[config.mk]
export PLATFORM = sky130hd
export DESIGN_NAME = pbd_nearest
export DESIGN_NICKNAME = d
export VERILOG_FILES = /design/src/rtl/core/pbd_pkg.sv /design/src/rtl/core/pbd_nearest.sv
export SDC_FILE = /design/constraint.sdc
export NUM_CORES = 1
export LEC_CHECK = 0
export BUFFER_PORTS_ARGS = -buffer_cell sky130_fd_sc_hd__clkbuf_2
export CAP_MARGIN = 20
export CORE_ASPECT_RATIO = 0.9
export CORE_MARGIN = 5
export CORE_UTILIZATION = 63
export DETAILED_ROUTE_END_ITERATION = 16
export PLACE_DENSITY = 0.83
export SLEW_MARGIN = 20
export SYNTH_ARGS = -nofsm -noshare
export SYNTH_HDL_FRONTEND = slang
export SYNTH_SLANG_ARGS = --single-unit
export TNS_END_PERCENT = 30
[constraint.sdc]
create_clock -name clk -period 9.9 [get_ports clk]
set_input_delay 1.98 -clock clk [delete_from_list [all_inputs] [get_ports clk]]
set_output_delay 1.98 -clock clk [all_outputs]
set_load 0.05 [all_outputs]
[src/rtl/core/pbd_pkg.sv]
package pbd_pkg;

  localparam logic OP_WRITE  = 1'b0;
  localparam logic OP_FILTER = 1'b1;

  localparam int COMP_W  = 8;
  localparam int COLOR_W = 3 * COMP_W;
  localparam int SUM_W   = COMP_W + 2;
  localparam int SQ_W    = 2 * COMP_W;
  localparam int DIST_W  = 20;
  localparam int RIDX_W  = 8;

  localparam logic [DIST_W-1:0] DIST_START = 20'd1000000;

  typedef struct packed {
    logic              vld;
    logic              last;
    logic [RIDX_W-1:0] idx;
  } pbd_scan_t;

endpackage

[src/rtl/core/pbd_nearest.sv]
module pbd_nearest
  import pbd_pkg::*;
(
  input  logic               clk,
  input  logic               rst_n,
  input  logic               start,
  input  pbd_scan_t          scan,
  input  logic [COLOR_W-1:0] color,
  input  logic [COMP_W-1:0]  mean_red,
  input  logic [COMP_W-1:0]  mean_green,
  input  logic [COMP_W-1:0]  mean_blue,
  output logic               done,
  output logic [RIDX_W-1:0]  best_index
);

  pbd_scan_t          s1_r;
  logic [SQ_W-1:0]    sq_r_r, sq_g_r, sq_b_r;
  logic [SQ_W-1:0]    sq_r_nxt, sq_g_nxt, sq_b_nxt;
  logic [DIST_W-1:0]  best_dist_r;
  logic [RIDX_W-1:0]  best_idx_r;
  logic               done_r;
  logic [DIST_W-1:0]  cand_dist;

  function automatic logic [SQ_W-1:0] sq_diff(input logic [COMP_W-1:0] a,
                                              input logic [COMP_W-1:0] b);
    logic [COMP_W-1:0] d;
    d = (a >= b) ? (a - b) : (b - a);
    return SQ_W'(d) * SQ_W'(d);
  endfunction

  always_comb begin
    sq_r_nxt = sq_diff(mean_red,   color[3*COMP_W-1:2*COMP_W]);
    sq_g_nxt = sq_diff(mean_green, color[2*COMP_W-1:COMP_W]);
    sq_b_nxt = sq_diff(mean_blue,  color[COMP_W-1:0]);
  end

  assign cand_dist = DIST_W'(sq_r_r) + DIST_W'(sq_g_r) + DIST_W'(sq_b_r);

  always_ff @(posedge clk) begin
    sq_r_r <= sq_r_nxt;
    sq_g_r <= sq_g_nxt;
    sq_b_r <= sq_b_nxt;
  end

  always_ff @(posedge clk) begin
    if (!rst_n) begin
      s1_r.vld    <= 1'b0;
      done_r      <= 1'b0;
      best_dist_r <= DIST_START;
      best_idx_r  <= '0;
    end else begin
      s1_r.vld  <= scan.vld;
      s1_r.idx  <= scan.idx;
      s1_r.last <= scan.last;
      done_r    <= s1_r.vld && s1_r.last;
      if (start) begin
        best_dist_r <= DIST_START;
        best_idx_r  <= '0;
      end else if (s1_r.vld && (cand_dist < best_dist_r)) begin
        best_dist_r <= cand_dist;
        best_idx_r  <= s1_r.idx;
      end
    end
  end

  assign done       = done_r;
  assign best_index = best_idx_r;

endmodule

==> results_dict.tcl <==
set metrics [dict create \
    worst_setup_path_end_kind "register" \
    yosys-top-cells-count "inv_1 (220), ha_1 (168), nor2_1 (125), fa_1 (97), dfxtp_1 (74)" \
    antennaDiodeCount 0 \
    fin_crit_sh_pct 87.6 \
    antenna_found_initial 0 \
    grt_pass1_vias 7747 \
    cts_sinks 83 \
    initial_core_util_pct 64.0 \
    core_mm2 0.0161 \
    slowest_delay_ps 700 \
    setup_viol 0 \
    crit_buf_inv 5 \
    clkSlewWorstSetupHoldPaths_ps 60 \
    design_area_mm2 0.0112 \
    fp.dieArea_mm2 0.0190 \
    vias_per_cell 5.39 \
    instances_no_fill 1430 \
    clk_path_buf_depth 2 \
    rsz0062_at_grt "no" \
    vias 7701 \
    dp_cells 1413 \
    num_rows 44 \
    dp_hpwl_um 16000 \
    grt_first_pass_wirelength_um 34000 \
    fillCellCount 1231 \
    wl_met3_um 700 \
    tns_ps 0 \
    cp.required_ps 10110 \
    wl_met2_um 9580 \
    place.port_buffers 69 \
    synth_async_sr_flop_share_pct 0 \
    slew_headroom_pct 37.5 \
    hold_path_class "register to register" \
    synth.top_cell.area_share_pct 20.4 \
    ff2ff_setup_slack_ps 5180 \
    nets 1544 \
    post-cts-setup-buffer-count 0 \
    period_minus_slack_ps 8670 \
    grt_use_total_pct 21.0 \
    place_congestion 0.943 \
    synth-main-ff-cell "dfxtp_1" \
    die_h_um 131 \
    drive_gt1_share_pct 9.73 \
    worst_path_dominant_cell_family "adder cells" \
    grt_max_degree 37 \
    path_class "input pin to register" \
    slew_violations 0 \
    placed_area_mm2 0.0108 \
    io_pins 70 \
    wl_um 19100 \
    status "completed" \
    drv_cap 0 \
    grt-ovfl-total 0 \
    fp.dieW_um 145 \
    cts_tree "yes" \
    area_delta_synth_final_pct 8.59 \
    drtIter0Drc 300 \
    worst_ep_arrival_time_ps 8890 \
    ant_nets 0 \
    synth_top_cell_by_area "ha_1" \
    fin_skew_ps 4.71 \
    max_freq_ghz 0.115 \
    drc_errors 0 \
    ctsHoldBuffers 0 \
    synth_area_mm2 0.0103 \
    m1WireLength_um 8610 \
    synth_edf_count 9 \
    crit_top_cell "fa_1" \
    synthCells 1152 \
    yosysWarningCount 0 \
    syn_area_per_cell_um2 8.93 \
    htreeDepth 3 \
    yosys_register_bits 83 \
    routed.top_layer "met4" \
    wl_per_cell_um 13.4 \
    cp_max_fo 10 \
    cts_root_buf "clkbuf_16" \
    hold_viol 0 \
    seq_area_frac_synth_pct 17.0 \
    ys_types 61 \
    post_cts_resized 0 \
    cp_slowest_cell "xnor2_1" \
    cts_made_buffers 9 \
    startpoint_type "input pin" \
    clock_latency_ps 330 \
    first_pass_iters 5 \
    synth.most_common_cell "inv_1" \
    synthTopCellsByArea "ha_1 (20%), fa_1 (19%), dfxtp_1 (14%)" \
    tightest_slew_ps 930 \
]
==> layout by cell type (no fill, tap or decap), types with 5 or more instances in the layout <==
| cell | count |
|---|---|
| nor2b_1 | 5 |
| a21oi_1 | 68 |
| o21a_1 | 12 |
| clkbuf_2 | 69 |
| nand4_1 | 11 |
| buf_4 | 5 |
| xnor2_1 | 54 |
| nand2_1 | 24 |
| edfxtp_1 | 9 |
| xnor2_2 | 5 |
| inv_1 | 220 |
| clkbuf_16 | 9 |
| nor2_1 | 125 |
| fa_1 | 97 |
| mux2i_1 | 39 |
| o211ai_1 | 9 |
| dfxtp_1 | 74 |
| nand3_1 | 9 |
| a31oi_1 | 8 |
| nor3_1 | 15 |
| ha_1 | 168 |
| nand2b_1 | 20 |
| or2_2 | 13 |
| a21o_1 | 28 |
| o21ai_0 | 32 |
| or3_1 | 6 |
| xor2_1 | 20 |
| o21bai_1 | 6 |
==> registers in the layout (all words and copies together), names as in the netlist <==
register	count
best_dist_r	19
sq_g_r	15
s1_r	10
sq_r_r	15
done	1
sq_b_r	15
best_index	8
==> cell type report <==
| class | count | area [µm²] | share of cell area [%] |
|---|---|---|---|
| clock buffers | 11 | 243 | 2.17 |
| clock inverters | 5 | 52.6 | 0.471 |
| inverters | 221 | 830 | 7.43 |
| multi-input cells | 828 | 7620 | 68.2 |
| flip-flops and latches | 83 | 1750 | 15.7 |
| well taps | 207 | 259 | 2.32 |
| repair buffers | 75 | 410 | 3.68 |
==> worst paths after layout <==
| kind | startpoint | end | cells after the start |
|---|---|---|---|
| max reg2reg | sq_g_r[4]$_DFF_P_ | best_dist_r[8]$_SDFFE_PP0P_ | 17 |
| min | s1_r[9]$_SDFF_PN0_ | best_dist_r[18]$_SDFFE_PP1P_ | 1 |
| min reg2reg | s1_r[9]$_SDFF_PN0_ | best_dist_r[18]$_SDFFE_PP1P_ | 1 |
| max | mean_blue[0] | sq_b_r[15]$_DFF_P_ | 25 |
==> worst register-to-register path, delay by kind of cell (launching register included) <==
family	cells	cell delay [ps]
buf+inv	2	340
fa+ha+maj	3	1000
compound gates	9	2400
flops	1	380
simple gates	2	230
mux	1	230
==> stage by stage <==
stage	setup slack [ps]	util [%]	hold slack [ps]
3_5_place_dp	959	67.5	473
5_1_grt	754	69.5	503
2_1_floorplan	1620	-	425
6_report	1230	69.5	482
3_3_place_gp	1310	67.5	456
4_1_cts	1290	69.3	487
==> layer usage <==
| layer | global-route usage [%] | vias up |
|---|---|---|
| li1 | - | 3883 |
| met1 | 28.1 | 3650 |
| met2 | 36.6 | 144 |
| met3 | 2.80 | 24 |
| met4 | 3.83 | 0 |
| met5 | 0 | - |
==> cell families after synthesis <==
group | synth area share, %
adders and majority gates | 39.3
buffers and inverters | 9.00
AOI/OAI and AO/OA | 12.3
and+or+nand+nor | 10.9
DFF | 17.0
other | 0.0730
xor gates and xnor gates | 7.25
muxes | 4.05
Power is not shown: default switching activity piles up to over one toggle a cycle in this logic, so the estimate is an artifact.
